===== src/lpd_pkg.sv =====
// Shared types, constants and the hex digit function of the percent decoder.
// No dependencies.
package lpd_pkg;

   localparam logic [7:0] PCT_CHAR = 8'h25;

   localparam logic [1:0] PH_IDLE  = 2'd0;
   localparam logic [1:0] PH_PCT   = 2'd1;
   localparam logic [1:0] PH_DIGIT = 2'd2;

   localparam int unsigned MAX_OUT = 3;

   typedef struct packed {
      logic       valid;
      logic [3:0] value;
   } hex_type;

   // up to three output words produced by one input word, slot 0 first
   typedef struct packed {
      logic [1:0]                 cnt;
      logic [MAX_OUT-1:0][7:0]    data;
      logic [MAX_OUT-1:0]         last;
   } group_type;

   typedef struct packed {
      group_type  grp;
      logic [1:0] phase_next;
      logic [7:0] held_next;
   } dec_type;

   function automatic hex_type hex_val(input logic [7:0] c);
      hex_type h;
      h.valid = 1'b1;
      h.value = 4'd0;
      if (c >= 8'h30 && c <= 8'h39) begin
         h.value = 4'(c - 8'h30);
      end else if (c >= 8'h61 && c <= 8'h66) begin
         h.value = 4'(c - 8'h61 + 8'd10);
      end else if (c >= 8'h41 && c <= 8'h46) begin
         h.value = 4'(c - 8'h41 + 8'd10);
      end else begin
         h.valid = 1'b0;
      end
      return h;
   endfunction

endpackage


===== src/lpd_decode.sv =====
// Combinational decode of one byte against the escape phase.
// Depends on lpd_pkg.
module lpd_decode (
   input  logic [1:0]      phase,
   input  logic [7:0]      held,
   input  logic [7:0]      in_byte,
   input  logic            in_last,
   output lpd_pkg::dec_type dec
);

   lpd_pkg::hex_type hv;
   lpd_pkg::hex_type hi;
   logic [1:0]       k;
   logic             tail;

   assign hv = lpd_pkg::hex_val(in_byte);
   assign hi = lpd_pkg::hex_val(held);

   always_comb begin
      dec            = '0;
      dec.phase_next = lpd_pkg::PH_IDLE;
      dec.held_next  = held;
      k              = 2'd0;
      tail           = 1'b0;
      case (phase)
         lpd_pkg::PH_PCT: begin
            if (hv.valid) begin
               if (in_last) begin
                  dec.grp.data[0] = lpd_pkg::PCT_CHAR;
                  dec.grp.data[1] = in_byte;
                  dec.grp.last[1] = 1'b1;
                  k               = 2'd2;
               end else begin
                  dec.held_next  = in_byte;
                  dec.phase_next = lpd_pkg::PH_DIGIT;
               end
            end else begin
               dec.grp.data[0] = lpd_pkg::PCT_CHAR;
               k               = 2'd1;
               tail            = 1'b1;
            end
         end
         lpd_pkg::PH_DIGIT: begin
            if (hv.valid) begin
               dec.grp.data[0] = {hi.value, hv.value};
               dec.grp.last[0] = in_last;
               k               = 2'd1;
            end else begin
               dec.grp.data[0] = lpd_pkg::PCT_CHAR;
               dec.grp.data[1] = held;
               k               = 2'd2;
               tail            = 1'b1;
            end
         end
         default: begin
            tail = 1'b1;
         end
      endcase

      // fresh look at the byte as if idle
      if (tail) begin
         if (in_byte == lpd_pkg::PCT_CHAR && !in_last) begin
            dec.phase_next = lpd_pkg::PH_PCT;
         end else begin
            dec.grp.data[k] = in_byte;
            dec.grp.last[k] = in_last;
            k               = k + 2'd1;
         end
      end
      dec.grp.cnt = k;
   end

endmodule


===== src/lpd_out_buf.sv =====
// Result register: holds one decoded group and hands it out a word at a time.
// Depends on lpd_pkg.
module lpd_out_buf (
   input  logic               clock,
   input  logic               reset,
   input  logic               load,
   input  lpd_pkg::group_type grp,
   output logic               free,
   output logic               rsp_tvalid,
   input  logic               rsp_tready,
   output logic [7:0]         rsp_tdata,
   output logic               rsp_tlast
);

   logic [1:0]                         cnt_ff, cnt_in;
   logic [lpd_pkg::MAX_OUT-1:0][7:0]   data_ff, data_in;
   logic [lpd_pkg::MAX_OUT-1:0]        last_ff, last_in;
   logic                               take;

   assign rsp_tvalid = (cnt_ff != 2'd0);
   assign rsp_tdata  = data_ff[0];
   assign rsp_tlast  = last_ff[0];
   assign take       = rsp_tvalid && rsp_tready;
   assign free       = (cnt_ff == 2'd0) || (cnt_ff == 2'd1 && rsp_tready);

   always_comb begin
      cnt_in  = cnt_ff;
      data_in = data_ff;
      last_in = last_ff;
      if (load) begin
         cnt_in  = grp.cnt;
         data_in = grp.data;
         last_in = grp.last;
      end else if (take) begin
         cnt_in     = cnt_ff - 2'd1;
         data_in[0] = data_ff[1];
         data_in[1] = data_ff[2];
         last_in[0] = last_ff[1];
         last_in[1] = last_ff[2];
      end
   end

   always_ff @(posedge clock) begin
      if (reset) begin
         cnt_ff <= 2'd0;
      end else begin
         cnt_ff <= cnt_in;
      end
      data_ff <= data_in;
      last_ff <= last_in;
   end

endmodule


===== src/lenient_percent_decoder.sv =====
// Lenient percent decoder: req words pass the input register, then the result register.
// Throughput: one req word per cycle while each decodes to at most one rsp word and rsp
// is ready; a word that yields two or three rsp words holds the input until the single
// rsp port has drained the result register to its final word, one word a cycle while ready.
// Synchronous active-high reset empties both registers and returns the phase to idle.
module lenient_percent_decoder (
   input  logic       clock,
   input  logic       reset,
   input  logic       req_tvalid,
   output logic       req_tready,
   input  logic [7:0] req_tdata,   // [7:0] in_byte
   input  logic       req_tlast,   // in_last
   output logic       rsp_tvalid,
   input  logic       rsp_tready,
   output logic [7:0] rsp_tdata,   // [7:0] out_byte
   output logic       rsp_tlast    // out_last
);

   // input register
   logic       in_valid_ff, in_valid_in;
   logic [7:0] in_byte_ff;
   logic       in_last_ff;

   // escape state: phase and the buffered high digit character
   logic [1:0] phase_ff, phase_in;
   logic [7:0] held_ff, held_in;

   logic             req_take;
   logic             load;
   logic             grp_free;
   lpd_pkg::dec_type dec;

   // The input register frees when its word moves into the result register,
   // which happens once the result register is empty or handing out its final word.
   assign load       = in_valid_ff && grp_free;
   assign req_tready = !in_valid_ff || grp_free;
   assign req_take   = req_tvalid && req_tready;

   always_comb begin
      in_valid_in = in_valid_ff;
      if (req_take) begin
         in_valid_in = 1'b1;
      end else if (load) begin
         in_valid_in = 1'b0;
      end
   end

   // Phase and held digit advance only as a word is decoded into the result register.
   assign phase_in = load ? dec.phase_next : phase_ff;
   assign held_in  = load ? dec.held_next : held_ff;

   always_ff @(posedge clock) begin
      if (reset) begin
         in_valid_ff <= 1'b0;
         phase_ff    <= lpd_pkg::PH_IDLE;
         held_ff     <= 8'h00;
      end else begin
         in_valid_ff <= in_valid_in;
         phase_ff    <= phase_in;
         held_ff     <= held_in;
      end
      if (req_take) begin
         in_byte_ff <= req_tdata;
         in_last_ff <= req_tlast;
      end
   end

   lpd_decode u_decode (
      .phase   (phase_ff),
      .held    (held_ff),
      .in_byte (in_byte_ff),
      .in_last (in_last_ff),
      .dec     (dec)
   );

   // A word that yields nothing (a '%' or first digit being held) loads a
   // zero count and frees the input without showing anything on rsp.
   lpd_out_buf u_out_buf (
      .clock      (clock),
      .reset      (reset),
      .load       (load),
      .grp        (dec.grp),
      .free       (grp_free),
      .rsp_tvalid (rsp_tvalid),
      .rsp_tready (rsp_tready),
      .rsp_tdata  (rsp_tdata),
      .rsp_tlast  (rsp_tlast)
   );

endmodule


===== config.mk =====
export PLATFORM = sky130hd
export DESIGN_NAME = lenient_percent_decoder
export DESIGN_NICKNAME = d
export VERILOG_FILES = /design/src/lpd_pkg.sv /design/src/lpd_decode.sv /design/src/lpd_out_buf.sv /design/src/lenient_percent_decoder.sv
export SDC_FILE = /design/constraint.sdc
export NUM_CORES = 1
export LEC_CHECK = 0
export BUFFER_PORTS_ARGS = -buffer_cell sky130_fd_sc_hd__clkbuf_2
export CAP_MARGIN = 10
export CORE_UTILIZATION = 55
export CTS_BUF_LIST = sky130_fd_sc_hd__clkbuf_8
export DETAILED_ROUTE_END_ITERATION = 16
export PLACE_DENSITY = 0.72
export SLEW_MARGIN = 20
export SYNTH_ARGS = -nofsm -noshare
export SYNTH_HDL_FRONTEND = slang
export SYNTH_SLANG_ARGS = --single-unit

===== constraint.sdc =====
create_clock -name clock -period 4.1 [get_ports clock]
set_input_delay 0.205 -clock clock [delete_from_list [all_inputs] [get_ports clock]]
set_output_delay 0.205 -clock clock [all_outputs]
set_load 0.1 [all_outputs]

## Word-level counts from Yosys, hierarchy flattened

Index checks and enable logic that the tools add are counted.

| word-level totals | value |
|---|---|
| logic and storage cells | 114 |
| output and inout port bits | 11 |
| memory bits (writable) | 0 |
| register bits after elaboration | 49 |
| latch bits | 0 |
| memories kept | 0 |
| ROM bits | 0 |
| input port bits | 13 |

| cells by class | value |
|---|---|
| bitwise logic cells | 2 |
| $lt $le $gt $ge | 14 |
| add/sub/neg operators | 12 |
| shift operators | 0 |
| muxes and demuxes | 48 |
| divide/modulo/power cells | 0 |
| $mul | 0 |
| reductions and logical operators | 23 |
| equal/unequal tests | 4 |

Operators with widths:

| cell | number |
|---|---|
| $mux W16 | 3 |
| $mux W8 | 5 |
| $ge A8 B7 Y1 const B | 4 |
| $le A8 B7 Y1 const B | 4 |
| $pmux W16 S2 | 1 |
| $mux W10 | 3 |
| $bwmux W24 | 1 |
| $mux W4 | 6 |
| $sub A4 B1 Y4 const B | 6 |
| $mux W21 | 1 |
| $mux W2 | 10 |
| $mux W19 | 1 |
| $add A4 B4 Y4 const B | 4 |
| $demux W8 S2 | 1 |
| $ge A8 B6 Y1 const B | 2 |
| $le A8 B6 Y1 const B | 2 |
| $mux W1 | 13 |
| $logic_and A1 B1 Y1 | 12 |
| $eq A8 B6 Y1 const B | 1 |
| $reduce_bool A2 Y1 | 3 |
| $eq A2 B1 Y1 const B | 2 |
| $pmux W2 S2 | 1 |
| $reduce_and A4 Y1 | 1 |
| $reduce_or A2 Y1 | 2 |
| 11 further kinds | 14 |

## Depth between registers and ports, before layout

Gate-level depths: netlist of the first run.

| depth | value |
|---|---|
| depth in word-level cells | 15 |
| gate-level depth with buffers | 13 |
| depth with buffers taken out | 13 |

## Hierarchy

From an unflattened synthesis of the first run, not the netlist that was laid out.

| second synthesis, totals | value |
|---|---|
| cell total of the unflattened synthesis | 261 |
| area, all modules | 2,989.1 µm² |

By module, submodules not included:

| module | seq. area each (µm²) | times used | cells each | area each (µm²) |
|---|---|---|---|---|
| lpd_out_buf | 850.8 | 1 | 74 | 1,242.4 |
| lpd_decode | 0.0 | 1 | 127 | 1,002.2 |
| lenient_percent_decoder | 490.5 | 1 | 60 | 744.5 |

## Worst setup path before layout of the first run

OpenSTA, ideal clock, no wires.

| timing | value |
|---|---|
| path kind | reg2reg |
| from | register in_byte_ff[1] |
| to | register u_out_buf.data_ff (netlist bit u_out_buf.rsp_tdata[2]), data pin |
| data required time | 3.948 ns |
| slack | 1.131 ns |
| arrival | 2.817 ns |
| clock period less this slack | 2.969 ns |
| cell stages (with the launch flop) | 14 |
| buffers on the path | 0 |
| setup time | 0.152 ns |
| cells stage by stage | edfxtp_1 -> inv_1 -> ha_1 -> o21bai_1 -> a21oi_1 -> nor3_1 -> or2_1 -> inv_1 -> ha_1 -> inv_1 -> a41o_1 -> nor3_2 -> o21ai_0 -> a31oi_1 |

RTL lines:

| element | line | source |
|---|---|---|
| from (decl) | lenient_percent_decoder.sv:21 | `logic [7:0] in_byte_ff;` |
| from (signal assigned) | lenient_percent_decoder.sv:63 | `in_byte_ff <= req_tdata;` |
| to (signal assigned) | lpd_out_buf.sv:49 | `data_ff <= data_in;` |
| to (decl) | lpd_out_buf.sv:16 | `logic [lpd_pkg::MAX_OUT-1:0][7:0] data_ff, data_in;` |

==> results of run 1 <==
==> power breakdown <==
part / switching [W] / internal, W
clock network: 0.000168 / 0.000156
logic: 0.000405 / 0.0000970
registers: 0.0000365 / 0.000638
==> stage by stage <==
step                utilization  total power [W]
floorplan                     -         0.001124
global placement         0.6119         0.001182
detailed placement       0.6119         0.001189
CTS                      0.6338         0.001506
global route             0.6338         0.001566
finish                   0.6338         0.001501
==> cell families after synthesis <==
logic type | count (synthesis) | synth area share
compound gates | 75 | 0.2036
simple gates | 86 | 0.1702
flops | 49 | 0.4775
mux | 9 | 0.03296
buf+inv | 32 | 0.05345
fa+ha+maj | 14 | 0.06236
==> area by class of cell <==
type | instances | area (sq um) | area share
repair buffers | 26 | 137.6 | 0.04508
clock inverters | 1 | 8.758 | 0.002869
multi-input cells | 184 | 1318 | 0.4316
inverters | 18 | 67.56 | 0.02213
flip-flops and latches | 49 | 1341 | 0.4393
clock buffers | 7 | 96.34 | 0.03156
well taps | 67 | 83.83 | 0.02746
==> critical path: stages, from the launching register on <==
cell and delay [ns]:
edfxtp_1 0.50, inv_1 0.15, ha_1 0.24, o21bai_1 0.17
a21oi_1 0.66, nor3_2 0.11, buf_4 0.20, nor2_1 0.18
ha_1 0.21, inv_1 0.05, a41o_1 0.22, nor3_2 0.37
o21ai_0 0.17, a31oi_1 0.18
==> metal layers <==
| metal | share of wire | vias up |
|---|---|---|
| li1 | - | 1029 |
| met4 | 0.020 | 0 |
| met2 | 0.47 | 77 |
| met3 | 0.047 | 13 |
| met1 | 0.46 | 1002 |
| met5 | 0 | - |
==> cell usage after synthesis (3+ instances only) <==
cell type / count / area, sq um
and3_1: 11 / 68.82
nand2b_1: 3 / 18.77
o21ai_0: 6 / 30.03
dfxtp_1: 13 / 260.3
a31oi_1: 7 / 43.79
a211oi_1: 6 / 45.04
a21oi_1: 10 / 50.05
nor3_1: 4 / 20.02
buf_4: 8 / 60.06
a32oi_1: 8 / 70.07
clkbuf_1: 6 / 22.52
nand2_1: 21 / 78.83
o21ai_1: 12 / 60.06
nor3b_1: 3 / 22.52
edfxtp_1: 36 / 1081
inv_1: 18 / 67.56
ha_1: 14 / 175.2
nor2_1: 24 / 90.09
mux2i_1: 7 / 70.07
==> worst max-delay path by stage <==
stage                       start                     end  slack, ns  cells past startpoint
floorplan           in_byte_ff[1]  u_out_buf.rsp_tdata[2]       1.13                     13
global placement    in_byte_ff[1]  u_out_buf.rsp_tdata[4]       0.64                     13
detailed placement  in_byte_ff[1]  u_out_buf.rsp_tdata[2]       0.61                     13
CTS                 in_byte_ff[1]  u_out_buf.rsp_tdata[2]       0.56                     13
global route        in_byte_ff[1]  u_out_buf.rsp_tdata[2]       0.27                     13
finish              in_byte_ff[1]  u_out_buf.rsp_tdata[2]       0.53                     13
==> flip-flops by register name, indices dropped and copies added, names as in the netlist <==
name,cells
phase_ff,2
u_out_buf.data_ff,16
in_byte_ff,8
held_ff,8
u_out_buf.last_ff,3
u_out_buf.cnt_ff,2
in_last_ff,1
in_valid_ff,1
u_out_buf.rsp_tdata,8
==> flow_summary.yaml, run 1 <==
floorplan:
  initial_core_util: 0.5831
  design.core.area_sq_um: 4817
  io_pins: 24
  fp.dieW_um: 73.47
  row_count: 25
  die_h_um: 73.47
  die_area_sq_um: 5397
sta:
  skew_ns: 0.006139
  fin_tns_setup_ns: 0
  finalCriticalPeriod_ns: 3.571
  setup_viol: 0
  fin_crit_sh: 0.8710
  hold_ws_ns: 0.06840
  maxSlewHeadroom: 0.3676
  final_hold_viol_count: 0
  setup_ws_ns: 0.5288
  fmax_mhz: 280.0
  worstMarginPinSlew_ns: 0.9476
  rsz0062_at_grt: "false"
  drv_slew: 0
min_path:
  hold_path.startpoint: "req_tdata[7]"
  min_path_cells: 1
  hp-class: "in -> reg"
  whs_endpoint: "in_byte_ff[7]"
route:
  wl_um: 6256
  ant_nets: 0
  first_iter_violations: 156
  route.detailed.drc: 0
  wl_per_cell_um: 17.77
  drt_pass1_iterations: 4
  routed_via_density: 6.026
  vias: 2121
cts:
  cts-htree-levels: 2
  cts.repair.resized: 0
  clock_sinks: 49
  clockRootBuffer: "clkbuf_8"
  cts_setup_buffers: 0
  cts_made_buffers: 5
  cts.clk_slew.worst_paths_ns: 0.09
  cts_tree: "yes"
  clock_path_buffers: 2
  clock_latency_ns: 0.31
  cts_hold_buf: 0
yosys:
  ys_async_sr_fraction: 0
  syn_nets: 292
  yosysWarnings: 0
  syn_inst: 265
  synth_seq_cells: 49
  yosysUniqueCellTypes: 57
  synth_flop_cell: "edfxtp_1"
  syn_area_per_cell_sq_um: 10.60
  syn_area_sq_um: 2809
  synth_enable_flop_cells: 36
  yosysSeqAreaShare: 0.4775
global_routing:
  busiest_layer: "met2"
  met1_usage: 0.3410
  grt_util_met2: 0.4149
  grt_max_degree: 31
  grt_first_pass_wirelength_um: 10120
  antenna_found_initial: 0
  grt_usage: 0.2557
  grt_pass1_vias: 1987
  met3_usage: 0.04801
  overflow: 0
job:
  drv_cap: 0
final_layout:
  design_area_sq_um: 3053
  diodes: 0
  layout_commonest_cell: "edfxtp_1"
  num-fill-cells: 407
  fin_cells: 352
  drive_above_1_share: 0.1860
  final_cell_mix: "edfxtp_1 (36), nor2_1 (24), clkbuf_2 (23)"
  syn_to_final_growth_pct: 8.686
  nNetsFinal: 311
worst_setup_path:
  r2r_cells: 13
  cp-end-kind: "flip-flop"
  cp-start-kind: "flip-flop"
  crit-reg2reg-capture: "u_out_buf.rsp_tdata[2]"
  r2r_slack_ns: 0.53
  arrival_ns: 3.73
  path_max_fanout: 10
  required_ns: 4.26
  critical_path_class: "reg -> reg"
  reg2reg_from: "in_byte_ff[1]"
place:
  dpl.hpwl_um: 4547
  dp_cells: 344
  pre_cts_ws_ns: 0.6072
  placed_area_sq_um: 2948
  portBuffers: 23
  gp_congestion: 0.9277
power:
  power_density_nw_per_um2: 491.7
  irDropWorstVdd_mv: 0.3845
  leakage_nw: 1.216
outcome:
  status: "completed"
Power figures use the tool's default switching activity.
==> run 2: changes to the inputs <==
--- a/config.mk
+++ b/config.mk
@@ -7,11 +7,14 @@
 export LEC_CHECK = 0
 export BUFFER_PORTS_ARGS = -buffer_cell sky130_fd_sc_hd__clkbuf_2
 export CAP_MARGIN = 10
-export CORE_UTILIZATION = 55
+export CELL_PAD_IN_SITES_DETAIL_PLACEMENT = 1
+export CELL_PAD_IN_SITES_GLOBAL_PLACEMENT = 2
+export CORE_UTILIZATION = 42
 export CTS_BUF_LIST = sky130_fd_sc_hd__clkbuf_8
 export DETAILED_ROUTE_END_ITERATION = 16
-export PLACE_DENSITY = 0.72
+export PLACE_DENSITY = 0.8
 export SLEW_MARGIN = 20
 export SYNTH_ARGS = -nofsm -noshare
 export SYNTH_HDL_FRONTEND = slang
+export SYNTH_HIERARCHICAL = 1
 export SYNTH_SLANG_ARGS = --single-unit
==> flow_summary.yaml, run 2 <==
outcome:
  status: "completed"
sta:
  maxSlewHeadroom: 0.5012
  finalCriticalPeriod_ns: 3.658
  worstMarginPinSlew_ns: 0.7472
  fin_tns_setup_ns: 0
  setup_viol: 0
  rsz0062_at_grt: "false"
  drv_slew: 0
  fin_crit_sh: 0.8923
  setup_ws_ns: 0.4416
  final_hold_viol_count: 0
  fmax_mhz: 273.3
  skew_ns: 0.01446
min_path:
  min_path_cells: 1
  hold_path.startpoint: "req_tdata[4]"
  whs_endpoint: "in_byte_ff[4]"
  hp-class: "in -> reg"
route:
  route.detailed.drc: 0
  ant_nets: 0
  routed_via_density: 5.386
  wl_per_cell_um: 18.55
  wl_um: 6918
  vias: 2009
  drt_pass1_iterations: 4
  first_iter_violations: 92
power:
  irDropWorstVdd_mv: 0.1162
  seqPwrFrac: 0.473
  p_switching_w: 0.0004789
  power_switching_share: 0.3545
  internal-power_w: 0.0008718
  leakage_nw: 1.232
  comb_power_share: 0.267
  pwr-share-clk: 0.261
  power_density_nw_per_um2: 417.0
worst_setup_path:
  crit_top_cell: "nor3_1"
  critical_path_class: "reg -> reg"
  cpMaxStageDelayCell: "or4b_4"
  arrival_ns: 3.72
  r2r_slack_ns: 0.44
  reg2reg_from: "in_byte_ff[3]"
  critPathLaunch: "in_byte_ff[3]"
  crit-reg2reg-capture: "u_out_buf/rsp_tdata[5]"
  r2r_cells: 11
  critPathMaxStageDelay_ns: 0.62
  cp-start-kind: "flip-flop"
  cp_cell_sequence: "or4b_4, nor3_2, nor3_1, a21oi_1, ha_1, inv_1, a31o_2, nor3_1, nor2_1, a221o_1, mux2_2"
  required_ns: 4.16
  cp-end-kind: "flip-flop"
  path_max_fanout: 9
floorplan:
  die_h_um: 86.36
  fp.dieW_um: 86.36
  die_area_sq_um: 7458
  design.core.area_sq_um: 6832
  io_pins: 24
  initial_core_util: 0.4375
  row_count: 30
global_routing:
  overflow: 0
  antenna_found_initial: 0
  grt_pass1_vias: 2061
  grt_usage: 0.1988
  grt_first_pass_wirelength_um: 11140
  grt_max_degree: 31
final_layout:
  largest_reg_flops: 16
  final_cell_mix: "edfxtp_1 (36), clkbuf_2 (23), mux2_2 (20)"
  layout_commonest_cell: "edfxtp_1"
  multi_input_area_sq_um: 1454
  diodes: 0
  nNetsFinal: 302
  regMostFlops: "u_out_buf/data_ff"
  num-fill-cells: 750
  drive_above_1_share: 0.2852
  seqCellArea_sq_um: 1341
  syn_to_final_growth_pct: 8.372
cts:
  cts_setup_buffers: 0
  cts_hold_buf: 0
  clock_sinks: 49
  cts_tree: "yes"
  clockRootBuffer: "clkbuf_8"
  clock_path_buffers: 2
  cts-htree-levels: 2
  cts.repair.resized: 0
  cts.clk_slew.worst_paths_ns: 0.09
  cts_made_buffers: 5
  clock_latency_ns: 0.31
place:
  pre_cts_ws_ns: 0.5013
  portBuffers: 23
  dpl.hpwl_um: 4968
  gp_congestion: 0.8856
yosys:
  yosysSeqAreaShare: 0.4487
  synth_seq_cells: 49
  syn_area_sq_um: 2989
  yosys.cell_count.top_type: "edfxtp_1"
  synth_area_leader_cell: "edfxtp_1"
  yosysWarnings: 6
  syn_inst: 261
  yosysUniqueCellTypes: 59
  yosysTopAreaCellShare: 0.3617
  synth.top_cells.by_count: "edfxtp_1 (36), mux2_2 (20), inv_1 (17), a21oi_1 (15)"
  syn_area_per_cell_sq_um: 11.45
  ys_top_cells_by_area: "edfxtp_1 (36%), dfxtp_1 (8.7%), mux2_2 (7.5%)"
  synth_flop_cell: "edfxtp_1"
  ys_async_sr_fraction: 0
  synth_enable_flop_cells: 36
  syn_nets: 287
job:
  drv_cap: 0
-- run 2: area by class of cell --
type	instances	share of cell area
sequential	49	0.4141
clock inverter	3	0.01429
tap	96	0.03708
clock buffer	5	0.02124
multi-input combinational	176	0.4488
inverter	17	0.01970
timing repair buffer	27	0.04480
-- run 2: worst max path at each step --
stage	endpoint	cells after the start
finish	u_out_buf/rsp_tdata[5]	11
global route	u_out_buf/rsp_tdata[5]	11
CTS	u_out_buf/rsp_tdata[5]	11
detailed placement	u_out_buf/rsp_tdata[5]	11
global placement	u_out_buf/rsp_tdata[5]	11
floorplan	u_out_buf/rsp_tdata[5]	12
-- run 2: power groups by stage --
stage / Clock [W] / Combinational (W) / Sequential (W)
2_1_floorplan: 0 / 0.000322 / 0.000649
3_3_place_gp: 0 / 0.000358 / 0.000649
3_5_place_dp: 0 / 0.000363 / 0.000652
4_1_cts: 0.000363 / 0.000363 / 0.000640
5_1_grt: 0.000377 / 0.000382 / 0.000647
6_report: 0.000352 / 0.000360 / 0.000638
-- run 2: metrics by stage --
step | power [W] | hold WS (ns) | utilization | cells | cell area [sq um]
after floorplan | 0.0009711 | 0.2696 | - | 261 | 2989
after global placement | 0.001007 | 0.3815 | 0.4573 | 365 | 3124
after detailed placement | 0.001015 | 0.3846 | 0.4573 | 365 | 3124
after CTS | 0.001366 | 0.06925 | 0.4742 | 373 | 3239
after global routing | 0.001406 | 0.06081 | 0.4742 | 373 | 3239
final | 0.001351 | 0.07491 | 0.4742 | 373 | 3239
-- run 2: critical path: cells and delay by family (launching register included) --
family / cells / cell delay, ns
fa+ha+maj: 1 / 0.24
compound gates: 3 / 0.86
flops: 1 / 0.55
buf+inv: 1 / 0.04
mux: 1 / 0.26
simple gates: 5 / 1.47
-- run 2: logic make-up (layout without fill, tap and decap cells) --
kind of cell,count (synthesis),after routing,synth area share
AOI/OAI and AO/OA,67,67,0.1783
xor gates and xnor gates,5,5,0.01465
adders and majority gates,13,13,0.05442
and+or+nand+nor,66,66,0.1377
muxes,25,25,0.1013
buffers and inverters,36,52,0.06488
DFF,49,49,0.4487
-- run 2: per-layer routing --
metal / up-vias / wire, um / share of wire / track usage
li1: 1003 / - / - / -
met1: 974 / 3546 / 0.51 / 0.2768
met2: 26 / 3174 / 0.46 / 0.3196
met3: 6 / 126 / 0.018 / 0.03524
met4: 0 / 70 / 0.010 / 0.05303
met5: - / 0 / 0 / 0
==> run 3: changes to the inputs <==
==> constraint.sdc (replaced) <==
create_clock -name clock -period 4.1 [get_ports clock]
set_input_delay 0.82 -clock clock [delete_from_list [all_inputs] [get_ports clock]]
set_output_delay 0.82 -clock clock [all_outputs]
set_load 0.1 [all_outputs]
==> flow_summary.yaml, run 3 (synthesis gave the netlist of run 2 again) <==
power:
  irDropWorstVdd_mv: 0.1444
  power_density_nw_per_um2: 400.2
  p_total_w: 0.001286
  leakage_nw: 1.219
global_routing:
  grt_pass1_vias: 2057
  grt_usage: 0.1982
  antenna_found_initial: 0
  grt_max_degree: 30
  overflow: 0
  grt_first_pass_wirelength_um: 11100
route:
  ant_nets: 0
  vias: 2055
  routed_via_density: 5.509
  wl_per_cell_um: 18.85
  drt_pass1_iterations: 4
  wl_um: 7030
  route.detailed.drc: 0
  first_iter_violations: 113
place:
  pre_cts_ws_ns: 0.4462
  placed_area_sq_um: 3124
  portBuffers: 23
  gp_congestion: 0.8624
  dpl.hpwl_um: 5192
final_layout:
  nNetsFinal: 302
  syn_to_final_growth_pct: 7.451
  final_cell_mix: "edfxtp_1 (36), clkbuf_2 (23), mux2_2 (20)"
  largest_reg_flops: 16
  design_area_sq_um: 3212
  regMostFlops: "u_out_buf/data_ff"
  diodes: 0
  drive_above_1_share: 0.2816
  layout_commonest_cell: "edfxtp_1"
cts:
  clock_sinks: 49
  clock_path_buffers: 2
  cts_tree: "yes"
  cts_setup_buffers: 0
  clockRootBuffer: "clkbuf_8"
  cts.repair.resized: 0
  clock_latency_ns: 0.30
  cts_made_buffers: 5
  cts-htree-levels: 2
  cts.clk_slew.worst_paths_ns: 0.09
  cts_hold_buf: 0
worst_setup_path:
  critical_path_class: "reg -> reg"
  r2r_cells: 13
  critPathMaxStageDelay_ns: 0.55
  crit-reg2reg-capture: "u_out_buf/rsp_tdata[5]"
  cpMaxStageDelayCell: "edfxtp_1"
  cp_cell_sequence: "inv_1, ha_1, o21bai_1, a21o_1, nand2_2, a21oi_1, ha_1, inv_1, a31o_2, nor3_1, nor2_1, a221o_1, mux2_2"
  path_max_fanout: 8
  required_ns: 4.16
  arrival_ns: 3.77
  r2r_slack_ns: 0.39
  cp-start-kind: "flip-flop"
  cp-end-kind: "flip-flop"
  reg2reg_from: "in_byte_ff[0]"
sta:
  fin_crit_sh: 0.9055
  rsz0062_at_grt: "false"
  finalCriticalPeriod_ns: 3.713
  maxSlewHeadroom: 0.5268
  worstMarginPinSlew_ns: 0.7089
  setup_viol: 0
  fin_tns_setup_ns: 0
  setup_ws_ns: 0.3873
  hold_ws_ns: 0.5548
  skew_ns: 0.005940
  drv_slew: 0
  fmax_mhz: 269.3
  final_hold_viol_count: 0
floorplan:
  io_pins: 24
  die_h_um: 86.36
  fp.dieW_um: 86.36
  row_count: 30
  die_area_sq_um: 7458
  initial_core_util: 0.4375
  design.core.area_sq_um: 6832
min_path:
  hold_path.startpoint: "u_out_buf/data_ff[12]"
  hp-class: "reg -> reg"
  whs_endpoint: "u_out_buf/rsp_tdata[4]"
  min_path_cells: 1
outcome:
  status: "completed"
job:
  drv_cap: 0
run 3: how the worst max path moves through the flow:
stage | from | to | cells past startpoint
after floorplan | in_byte_ff[3] | u_out_buf/rsp_tdata[5] | 12
after global placement | in_byte_ff[3] | u_out_buf/rsp_tdata[5] | 11
after detailed placement | in_byte_ff[3] | u_out_buf/rsp_tdata[5] | 11
after CTS | in_byte_ff[0] | u_out_buf/rsp_tdata[5] | 13
after global routing | in_byte_ff[0] | u_out_buf/rsp_tdata[5] | 13
final | in_byte_ff[0] | u_out_buf/rsp_tdata[5] | 13
run 3: worst max-delay path: cells and delay by family, from the launching register on:
kind / cells / cell delay (ns)
compound gates: 5 / 1.55
fa+ha+maj: 2 / 0.47
buf+inv: 2 / 0.16
flops: 1 / 0.55
mux: 1 / 0.26
simple gates: 3 / 0.48
run 3: per-layer routing:
layer | vias up | global-route usage | share of wire
met5 | - | 0 | 0
met4 | 0 | 0.05000 | 0.0097
met3 | 7 | 0.03238 | 0.033
met2 | 38 | 0.3276 | 0.47
met1 | 1013 | 0.2715 | 0.48
li1 | 997 | - | -
run 3: cell type report:
type,instances,area [sq um]
Inverter,17,63.81
Multi-Input combinational cell,176,1454
Timing Repair Buffer,27,145.1
Fill cell,772,3620
Tap cell,96,120.1
Sequential cell,49,1341
Clock inverter,3,18.77
Clock buffer,5,68.82
run 3: through the flow:
stage / utilization / instances
floorplan: - / 261
CTS: 0.4701 / 373
global placement: 0.4573 / 365
detailed placement: 0.4573 / 365
global route: 0.4701 / 373
finish: 0.4701 / 373
run 3: power breakdown:
group	leakage, nW	total (W)	internal [W]	switching [W]
sequential	0.454	0.000641	0.000606	0.0000346
combinational	0.724	0.000364	0.0000861	0.000278
clock	0.0416	0.000280	0.000118	0.000163
